`src/rtl/srr_pkg.sv`:
```
// Shared types and constants for the selective-repeat receiver.
// Beat structs, slot cell struct, result kind codes and fixed limits.
// No dependencies.
package srr_pkg;

    // Input beat: one checksum-valid packet
    typedef struct packed {
        logic [31:0] seq_num;
        logic [10:0] payload_len;
        logic [63:0] payload_word;
    } in_beat_t;

    // Result beat
    typedef struct packed {
        logic [1:0]  kind;
        logic [31:0] out_seq;
        logic [10:0] out_len;
        logic [63:0] out_word;
        logic        last;
    } out_beat_t;

    // One receive slot held by a cell
    typedef struct packed {
        logic        valid;
        logic [31:0] seq;
        logic [10:0] len;
        logic [63:0] word;
    } slot_t;

    // Per-cell control from the sequencer
    typedef struct packed {
        logic rotate;
        logic write;
        logic clear;
    } cell_ctrl_t;

    // Result kinds
    localparam logic [1:0] KindAck     = 2'd0;
    localparam logic [1:0] KindDeliver = 2'd1;
    localparam logic [1:0] KindEos     = 2'd2;

    // Register index of initial_seq (paddr[2])
    localparam logic RegInitialSeq = 1'b0;

    // Limits
    localparam logic [16:0] MaxPayload = 17'd1024;
    localparam logic [31:0] SeqMax     = 32'hFFFF_FFFF;

endpackage

```
`src/rtl/srr_cell.sv`:
```
// One receive slot of the rotating slot ring, emptied on clear.
// Takes its neighbor's slot on rotate, else a new packet on write.
// Depends on srr_pkg.
module srr_cell (
    input  logic                aclk,
    input  logic                aresetn,
    input  srr_pkg::cell_ctrl_t ctrl,
    input  srr_pkg::slot_t      shift_in,
    input  srr_pkg::slot_t      wr_data,
    output srr_pkg::slot_t      slot_out
);

    logic        valid_reg, valid_next;
    logic [31:0] seq_reg, seq_next;
    logic [10:0] len_reg, len_next;
    logic [63:0] word_reg, word_next;

    // rotate wins, then write, then clear
    always_comb begin
        valid_next = valid_reg;
        seq_next   = seq_reg;
        len_next   = len_reg;
        word_next  = word_reg;
        if (ctrl.rotate) begin
            valid_next = shift_in.valid;
            seq_next   = shift_in.seq;
            len_next   = shift_in.len;
            word_next  = shift_in.word;
        end else if (ctrl.write) begin
            valid_next = wr_data.valid;
            seq_next   = wr_data.seq;
            len_next   = wr_data.len;
            word_next  = wr_data.word;
        end else if (ctrl.clear) begin
            valid_next = 1'b0;
        end
    end

    always_ff @(posedge aclk) begin
        if (!aresetn) begin
            valid_reg <= 1'b0;
        end else begin
            valid_reg <= valid_next;
        end
    end

    always_ff @(posedge aclk) begin
        seq_reg  <= seq_next;
        len_reg  <= len_next;
        word_reg <= word_next;
    end

    assign slot_out = '{valid: valid_reg, seq: seq_reg, len: len_reg, word: word_reg};

endmodule

```
`src/rtl/srr_mod_unit.sv`:
```
// Remainder unit: value mod WINDOW by reciprocal multiply, two register stages.
// Result valid when busy falls after start; busy stays high meanwhile.
// No package dependency.
module srr_mod_unit #(
    parameter int WINDOW = 8
) (
    input  logic                        aclk,
    input  logic                        aresetn,
    input  logic                        start,
    input  logic [31:0]                 value,
    output logic                        busy,
    output logic [$clog2(WINDOW)-1:0]   result
);

    localparam int IdxW = $clog2(WINDOW);
    localparam int Shift = 32 + IdxW;
    // ceil(2^Shift / WINDOW): exact quotient for every 32-bit value
    localparam logic [32:0] Recip =
        33'(((64'd1 << Shift) + 64'(WINDOW) - 64'd1) / 64'(WINDOW));
    localparam logic [31:0] Divisor = 32'(WINDOW);

    logic [31:0]     val_reg, val_next;
    logic [31:0]     quo_reg, quo_next;
    logic [1:0]      cnt_reg, cnt_next;
    logic [IdxW-1:0] rem_reg, rem_next;
    logic [64:0]     prod;
    logic [31:0]     rem_full;

    // stage 2: quotient from the reciprocal; stage 1: value minus quotient times W
    always_comb begin
        prod     = {33'd0, val_reg} * {32'd0, Recip};
        rem_full = val_reg - quo_reg * Divisor;
        val_next = val_reg;
        quo_next = quo_reg;
        cnt_next = cnt_reg;
        rem_next = rem_reg;
        if (start) begin
            val_next = value;
            cnt_next = 2'd2;
        end else if (cnt_reg == 2'd2) begin
            quo_next = 32'(prod >> Shift);
            cnt_next = 2'd1;
        end else if (cnt_reg == 2'd1) begin
            rem_next = rem_full[IdxW-1:0];
            cnt_next = 2'd0;
        end
    end

    always_ff @(posedge aclk) begin
        if (!aresetn) begin
            cnt_reg <= 2'd0;
            rem_reg <= '0;
        end else begin
            cnt_reg <= cnt_next;
            rem_reg <= rem_next;
        end
    end

    always_ff @(posedge aclk) begin
        val_reg <= val_next;
        quo_reg <= quo_next;
    end

    assign busy   = (cnt_reg != 2'd0);
    assign result = rem_reg;

endmodule

```
`src/rtl/selective_repeat_receiver.sv`:
```
// Selective-repeat ARQ receiver: s_ packet channel in, m_ result channel out.
// Input beat: seq_num, payload_len, payload_word. Every packet on an open
// stream gets an acknowledge beat; an in-window packet at the base is
// delivered, then buffered packets continuing the run; other in-window
// packets are buffered; an empty in-window payload closes the stream.
// The acknowledge beat is registered and valid the cycle after accept. An item
// yields 1 to WINDOW+1 result beats through the single output register, which
// takes one beat per cycle while m_ready allows; the drain walks a ring of
// WINDOW slot cells that rotates once per delivery below SeqMax.
// A packet is accepted only in idle; one on a closed stream gives no result.
// If m_ready is low while a result beat is held, the sequencer holds and s_ready stays low.
// APB: initial_seq at byte 0, writes load the base. After a write the block
// computes initial_seq mod WINDOW and rotates the ring into place; s_ready
// stays low while the remainder is computed and through each rotation (up to WINDOW-1).
// Reset (aresetn low, synchronous): base 0, stream open, all slots empty.
// Depends on srr_pkg, srr_cell, srr_mod_unit.
module selective_repeat_receiver #(
    parameter int WINDOW = 8
) (
    input  logic               aclk,
    input  logic               aresetn,
    input  logic               s_valid,
    output logic               s_ready,
    input  srr_pkg::in_beat_t  s_data,
    output logic               m_valid,
    input  logic               m_ready,
    output srr_pkg::out_beat_t m_data,
    input  logic               psel,
    input  logic               penable,
    input  logic               pwrite,
    input  logic [2:0]         paddr,
    input  logic [31:0]        pwdata,
    output logic [31:0]        prdata,
    output logic               pready
);

    localparam int IdxW = $clog2(WINDOW);
    localparam logic [IdxW-1:0] LastIdx = IdxW'(WINDOW - 1);

    // sequencer states
    localparam logic [2:0] StIdle    = 3'd0;
    localparam logic [2:0] StEos     = 3'd1;
    localparam logic [2:0] StDeliver = 3'd2;
    localparam logic [2:0] StDrain   = 3'd3;
    localparam logic [2:0] StMod     = 3'd4;
    localparam logic [2:0] StAlign   = 3'd5;

    logic [2:0]         state_reg, state_next;
    logic [31:0]        base_reg, base_next;
    logic [IdxW-1:0]    base_mod_reg, base_mod_next;
    logic [IdxW-1:0]    drain_cnt_reg, drain_cnt_next;
    logic [31:0]        init_reg, init_next;
    logic               closed_reg, closed_next;
    logic [31:0]        cur_seq_reg, cur_seq_next;
    logic [10:0]        cur_len_reg, cur_len_next;
    logic [63:0]        cur_word_reg, cur_word_next;
    srr_pkg::out_beat_t out_reg, out_next;
    logic               m_valid_reg, m_valid_next;

    logic               cfg_hit;
    logic               out_free;
    logic               in_acc;
    logic [32:0]        diff;
    logic               in_win;
    logic [IdxW-1:0]    offset;
    logic [10:0]        sat_len;
    logic               len_zero;
    logic               is_eos;
    logic               is_del;
    logic               is_store;
    logic               advance;
    logic               more;
    logic               rotate_go;
    logic               clear0;
    logic               store_go;
    logic               mod_busy;
    logic [IdxW-1:0]    mod_result;
    logic [IdxW-1:0]    base_mod_inc;

    srr_pkg::slot_t     cell_q   [WINDOW];
    srr_pkg::slot_t     shift_in [WINDOW];
    srr_pkg::cell_ctrl_t cell_ctrl [WINDOW];
    srr_pkg::slot_t     wr_slot;

    // APB: always ready, single register
    assign pready  = 1'b1;
    assign cfg_hit = psel && penable && pwrite && (paddr[2] == srr_pkg::RegInitialSeq);
    assign prdata  = (paddr[2] == srr_pkg::RegInitialSeq) ? init_reg : 32'd0;

    // handshake
    assign out_free = !m_valid_reg || m_ready;
    assign s_ready  = (state_reg == StIdle) && out_free;
    assign in_acc   = s_valid && s_ready;

    // window test, clipped at the top of the sequence space
    assign diff     = {1'b0, s_data.seq_num} - {1'b0, base_reg};
    assign in_win   = !diff[32] && (diff[31:0] < 32'(WINDOW));
    assign offset   = diff[IdxW-1:0];
    assign len_zero = (s_data.payload_len == 11'd0);
    assign sat_len  = ({6'd0, s_data.payload_len} > srr_pkg::MaxPayload)
                      ? srr_pkg::MaxPayload[10:0] : s_data.payload_len;
    assign is_eos   = in_win && len_zero;
    assign is_del   = in_win && !len_zero && (diff[31:0] == 32'd0);
    assign is_store = in_win && !len_zero && !is_del;

    // drain lookahead: next cell continues the run, at most WINDOW-1 drains
    assign advance  = (base_reg != srr_pkg::SeqMax);
    assign more     = advance && (drain_cnt_reg != LastIdx) && cell_q[1].valid &&
                      (cell_q[1].seq == base_reg + 32'd1);
    assign base_mod_inc = (base_mod_reg == LastIdx) ? '0 : base_mod_reg + 1'b1;

    assign wr_slot = '{valid: 1'b1, seq: s_data.seq_num, len: sat_len,
                       word: s_data.payload_word};

    // sequencer
    always_comb begin
        state_next     = state_reg;
        base_next      = base_reg;
        base_mod_next  = base_mod_reg;
        drain_cnt_next = drain_cnt_reg;
        init_next      = init_reg;
        closed_next    = closed_reg;
        cur_seq_next   = cur_seq_reg;
        cur_len_next   = cur_len_reg;
        cur_word_next  = cur_word_reg;
        out_next       = out_reg;
        m_valid_next   = m_valid_reg;
        rotate_go      = 1'b0;
        clear0         = 1'b0;
        store_go       = 1'b0;

        if (m_ready) begin
            m_valid_next = 1'b0;
        end

        case (state_reg)
            StIdle: begin
                if (in_acc && !closed_reg) begin
                    out_next = '{kind: srr_pkg::KindAck, out_seq: s_data.seq_num,
                                 out_len: 11'd0, out_word: 64'd0,
                                 last: !(is_eos || is_del)};
                    m_valid_next   = 1'b1;
                    cur_seq_next   = s_data.seq_num;
                    cur_len_next   = sat_len;
                    cur_word_next  = s_data.payload_word;
                    drain_cnt_next = '0;
                    store_go       = is_store;
                    if (is_eos) begin
                        closed_next = 1'b1;
                        state_next  = StEos;
                    end else if (is_del) begin
                        state_next = StDeliver;
                    end
                end
            end
            StEos: begin
                if (out_free) begin
                    out_next = '{kind: srr_pkg::KindEos, out_seq: cur_seq_reg,
                                 out_len: 11'd0, out_word: 64'd0, last: 1'b1};
                    m_valid_next = 1'b1;
                    state_next   = StIdle;
                end
            end
            StDeliver: begin
                if (out_free) begin
                    out_next = '{kind: srr_pkg::KindDeliver, out_seq: cur_seq_reg,
                                 out_len: cur_len_reg, out_word: cur_word_reg,
                                 last: !more};
                    m_valid_next = 1'b1;
                    rotate_go    = advance;
                    if (advance) begin
                        base_next = base_reg + 32'd1;
                    end
                    if (more) begin
                        drain_cnt_next = drain_cnt_reg + 1'b1;
                    end
                    state_next = more ? StDrain : StIdle;
                end
            end
            StDrain: begin
                if (out_free) begin
                    out_next = '{kind: srr_pkg::KindDeliver, out_seq: cell_q[0].seq,
                                 out_len: cell_q[0].len, out_word: cell_q[0].word,
                                 last: !more};
                    m_valid_next = 1'b1;
                    clear0       = 1'b1;
                    rotate_go    = advance;
                    if (advance) begin
                        base_next = base_reg + 32'd1;
                    end
                    if (more) begin
                        drain_cnt_next = drain_cnt_reg + 1'b1;
                    end
                    state_next = more ? StDrain : StIdle;
                end
            end
            StMod: begin
                if (!mod_busy) begin
                    state_next = StAlign;
                end
            end
            StAlign: begin
                if (base_mod_reg == mod_result) begin
                    state_next = StIdle;
                end else begin
                    rotate_go = 1'b1;
                end
            end
            default: begin
                state_next = StIdle;
            end
        endcase

        // ring residue follows every rotation
        if (rotate_go) begin
            base_mod_next = base_mod_inc;
        end

        // register write loads the base and realigns the ring
        if (cfg_hit) begin
            init_next  = pwdata;
            base_next  = pwdata;
            state_next = StMod;
        end
    end

    // slot ring
    for (genvar k = 0; k < WINDOW; k++) begin : g_cell
        if (k == WINDOW - 1) begin : g_wrap
            // head slot wraps to the tail, emptied if just drained
            always_comb begin
                shift_in[k]       = cell_q[0];
                shift_in[k].valid = cell_q[0].valid && !clear0;
            end
        end else begin : g_link
            assign shift_in[k] = cell_q[k+1];
        end

        always_comb begin
            cell_ctrl[k].rotate = rotate_go;
            cell_ctrl[k].write  = store_go && (offset == IdxW'(k)) &&
                                  !(cell_q[k].valid && (cell_q[k].seq == s_data.seq_num));
            cell_ctrl[k].clear  = (k == 0) ? clear0 : 1'b0;
        end

        srr_cell u_cell (
            .aclk     (aclk),
            .aresetn  (aresetn),
            .ctrl     (cell_ctrl[k]),
            .shift_in (shift_in[k]),
            .wr_data  (wr_slot),
            .slot_out (cell_q[k])
        );
    end

    srr_mod_unit #(
        .WINDOW (WINDOW)
    ) u_mod (
        .aclk    (aclk),
        .aresetn (aresetn),
        .start   (cfg_hit),
        .value   (pwdata),
        .busy    (mod_busy),
        .result  (mod_result)
    );

    // control registers
    always_ff @(posedge aclk) begin
        if (!aresetn) begin
            state_reg     <= StIdle;
            base_reg      <= 32'd0;
            base_mod_reg  <= '0;
            drain_cnt_reg <= '0;
            init_reg      <= 32'd0;
            closed_reg    <= 1'b0;
            m_valid_reg   <= 1'b0;
        end else begin
            state_reg     <= state_next;
            base_reg      <= base_next;
            base_mod_reg  <= base_mod_next;
            drain_cnt_reg <= drain_cnt_next;
            init_reg      <= init_next;
            closed_reg    <= closed_next;
            m_valid_reg   <= m_valid_next;
        end
    end

    // payload registers
    always_ff @(posedge aclk) begin
        cur_seq_reg  <= cur_seq_next;
        cur_len_reg  <= cur_len_next;
        cur_word_reg <= cur_word_next;
        out_reg      <= out_next;
    end

    assign m_valid = m_valid_reg;
    assign m_data  = out_reg;

`ifndef SYNTHESIS
    // a drain beat always comes from a head slot that continues the run
    a_drain_head: assert property (@(posedge aclk) disable iff (!aresetn)
        (state_reg == StDrain) |-> (cell_q[0].valid && (cell_q[0].seq == base_reg)))
        else $error("drain state without a matching head slot");

    // a closed stream stays closed until reset
    a_closed_sticky: assert property (@(posedge aclk) disable iff (!aresetn)
        closed_reg |=> closed_reg)
        else $error("stream reopened without reset");

    // the base only moves back through a register write
    a_base_mono: assert property (@(posedge aclk) disable iff (!aresetn)
        !cfg_hit |=> (base_reg >= $past(base_reg)))
        else $error("base decreased without a register write");
`endif

endmodule

```
`config.mk`:
```
export PLATFORM = sky130hd
export DESIGN_NAME = selective_repeat_receiver
export DESIGN_NICKNAME = d
export VERILOG_FILES = /design/src/rtl/srr_pkg.sv /design/src/rtl/srr_cell.sv /design/src/rtl/srr_mod_unit.sv /design/src/rtl/selective_repeat_receiver.sv
export SDC_FILE = /design/constraint.sdc
export NUM_CORES = 2
export LEC_CHECK = 0
export ABC_AREA = 1
export BUFFER_PORTS_ARGS = -buffer_cell sky130_fd_sc_hd__buf_2
export CAP_MARGIN = 40
export CORE_AREA = 5 5 352 285
export DETAILED_ROUTE_END_ITERATION = 8
export DIE_AREA = 0 0 357 290
export GPL_ROUTABILITY_DRIVEN = 0
export PLACE_DENSITY = 0.76
export SLEW_MARGIN = 0
export SYNTH_ARGS = -nofsm -noshare
export SYNTH_HDL_FRONTEND = slang
export SYNTH_SLANG_ARGS = --single-unit
```
`constraint.sdc`:
```
create_clock -name aclk -period 11.37 [get_ports aclk]
set_input_delay 3.411 -clock aclk [delete_from_list [all_inputs] [get_ports aclk]]
set_output_delay 3.411 -clock aclk [all_outputs]
set_load 0.005 [all_outputs]
```
==> impl_metrics.json <==
{
  "outcome": "complete, no violations",
  "min_period_ns": 7.76,
  "most-common-layout-cells": "nand2_1, edfxtp_1, inv_1",
  "finalSetupViolations": 0,
  "synth.avg_cell_area_um2": 9.82,
  "final_common_cell": "nand2_1",
  "synth_edf_count": 1076,
  "cpPeakStageDelay_ns": 0.65,
  "cts_max_level": 3,
  "cts_tree": "yes",
  "worstSetupEndpointType": "flip-flop",
  "io_buffers": 290,
  "hp-class": "reg2reg",
  "vdd_drop_max_v": 0.000122,
  "synth.area.mux_share_pct": 0,
  "largest_reg_flops": 512,
  "cpMostUsedCell": "nand2_1",
  "arrival_ns": 8.07,
  "required_ns": 11.68,
  "root_buffer": "clkbuf_16",
  "path_clk_slew_ns": 0.06,
  "routed_wl_um": 140000,
  "ys_types": 57,
  "grt_overflow": 0,
  "min_period_over_period_pct": 68.3,
  "ys_seq_elements": 1164,
  "die_w_um": 357,
  "via_per_inst": 5.59,
  "synth_top_family_by_area": "simple AND/OR/NAND/NOR gates",
  "final_nets": 5786,
  "synthArstFlopShare_pct": 0,
  "clock_path_buffers": 3,
  "rows": 102,
  "track_usage_pct": 26.4,
  "cts_setup_buffers": 0,
  "clock_sinks": 1164,
  "grt_antenna_before_repair": 6,
  "setup_tns_ns": 0,
  "io_pins": 294,
  "initial_core_util_pct": 54.7,
  "stdcell_count": 6994,
  "drt-initial-drc-count": 4929,
  "drt-wirelength-per-cell_um": 20.1,
  "cp_num_buf_inv": 4,
  "p_total_mw": 9.02,
  "critPathMaxFanout": 45,
  "cp-start-kind": "primary input",
  "ys_seq_area_share_pct": 64.8,
  "synth_nets": 5545,
  "ant_nets": 0,
  "placed_area_mm2": 0.0554,
  "max_freq_mhz": 129,
  "grt_max_degree": 220,
  "synthesis.area_mm2": 0.0526,
  "nFillCells": 7787,
  "drc_errors": 0,
  "power.density_mw_per_mm2": 153,
  "synth_fa_ha_area_share_pct": 0.990,
  "dp_hpwl_um": 88500,
  "yosys_warnings": 0,
  "clk_latency_ns": 0.69,
  "fin_skew_ns": 0.0286,
  "synthSimpleGateAreaFrac_pct": 21.7,
  "drt_pass1_iterations": 6,
  "hold_viol": 0,
  "cp_top_family": "simple AND/OR/NAND/NOR gates",
  "core_mm2": 0.0962,
  "dp_cells": 6782,
  "stdcell_area_mm2": 0.0589,
  "netlist_instances": 5355,
  "ff_latch_area_mm2": 0.0341,
  "leakage_nw": 23.3,
  "drive_above_1_share_pct": 10.1,
  "cp_slowest_cell": "buf_4",
  "tightest_slew_ns": 0.990,
  "yosysTopAreaCellShare_pct": 61.4,
  "synth-xor-area-share_pct": 2.46,
  "maxSlewViolCount": 0,
  "numCtsBuffers": 111,
  "multi_input_area_mm2": 0.0159,
  "dr_total_vias": 39100,
  "die_h_um": 290,
  "cts-resized-gates": 0,
  "hold_buffers": 0,
  "crit_chain": "buf_2 > clkinv_1 > fa_1 > inv_1 > nand2_1 > a21oi_1 > nand2_1 > nand3_2 > nand2_1 > nand3_1 > nand2_1 > nor2_1 > nand2_1 > nor2_2 > nand3_4 > nor2_4 > nand2_1 > nor2_1 > nand2_1 > nand2_4 > buf_4",
  "grt_pass1_vias": 36800,
  "synthFlopType": "edfxtp_1",
  "relSlewSlack_pct": 34.0,
  "criticalPathCategory": "in2reg",
  "area_delta_synth_final_pct": 12.0,
  "synth_compound_area_share_pct": 4.90,
  "cap_violations": 0,
  "yosys.area.top_type": "edfxtp_1",
  "die_area_mm2": 0.104,
  "ys_top_cells_by_area": "edfxtp_1, nand2_1, dfxtp_1",
  "post-route-util_pct": 61.2,
  "rsz0062_at_grt": "false",
  "grt_pass1_wl_um": 214000
}
stage by stage:
stage | hold slack [ns] | setup WS, ns
6_report | 0.472 | 3.61
5_1_grt | 0.491 | 3.46
4_1_cts | 0.473 | 3.70
3_5_place_dp | 0.463 | 3.04
3_3_place_gp | 0.452 | 3.03
2_1_floorplan | 0.436 | 0.0400
layer usage:
metal	wire length [um]	share of wire, %	global-route usage, %
met5	33	0.024	0
met4	4240	3.0	7.78
met3	15600	11	5.98
met2	62300	44	40.1
met1	58100	41	38.5
final cells by class:
type                       count  share of cell area (%)
antenna                        4                  0.0170
clock buffer                 152                    5.17
clock inverter                55                   0.773
inverter                     486                    3.12
multi-input combinational   3501                    27.1
sequential                  1164                    57.9
tap                         1300                    2.76
timing repair buffer         332                    3.23
path summary, 6_finish.rpt:
path                            cells after the start                       endpoint          from  slack [ns]
worst max-delay path                               21  g_cell[4].u_cell.word_reg[17]    s_data[76]        3.61
worst min register to register                      2                   init_reg[21]  init_reg[21]        0.47
worst min-delay path                                2                   init_reg[21]  init_reg[21]        0.47
worst max register to register                     12   g_cell[4].u_cell.seq_reg[27]   base_reg[0]        6.28
cells by family after synthesis:
kind of cell / Yosys count
flops: 1164
xor+xnor: 144
simple gates: 2840
compound gates: 475
fa+ha+maj: 41
buf+inv: 690
other cells: 1
cell usage after synthesis (2+ instances only):
cell,count
nand4_1,50
inv_1,468
nand3_1,177
xnor2_1,46
o21bai_1,3
clkinv_1,4
nor3_1,39
a21oi_1,51
and3_1,3
o21ai_1,6
o21ai_0,298
or2_2,3
edfxtp_1,1076
nor3_2,4
nand3_2,5
a221oi_1,2
buf_1,4
ha_1,40
nand2_2,17
nor2_4,5
a211oi_1,2
o2111ai_1,2
buf_2,60
nor2_1,347
a31oi_1,56
inv_2,14
nor3b_1,3
buf_4,7
nor4_1,24
clkbuf_1,132
or3_1,2
a21oi_2,3
xor2_1,95
xnor3_1,2
nand3b_1,9
o22ai_1,41
o221ai_1,2
o2bb2ai_1,2
nand2_1,2128
or4_1,4
dfxtp_1,88
nor2_2,16
tightest hold or removal path, delay by kind of cell (launching register included):
family	cells	cell delay, ns
AO/OA/AOI/OAI	1	0.07
buffers and inverters	1	0.06
flip-flops	1	0.30
where the power goes:
part           internal [mW]  switching (mW)  total [mW]  leakage, nW
registers               4.81          0.0362        4.84         10.6
clock network           1.96            1.62        3.58         1.69
logic                  0.172           0.429       0.601         11.0
Power figures use the tool's default switching activity.
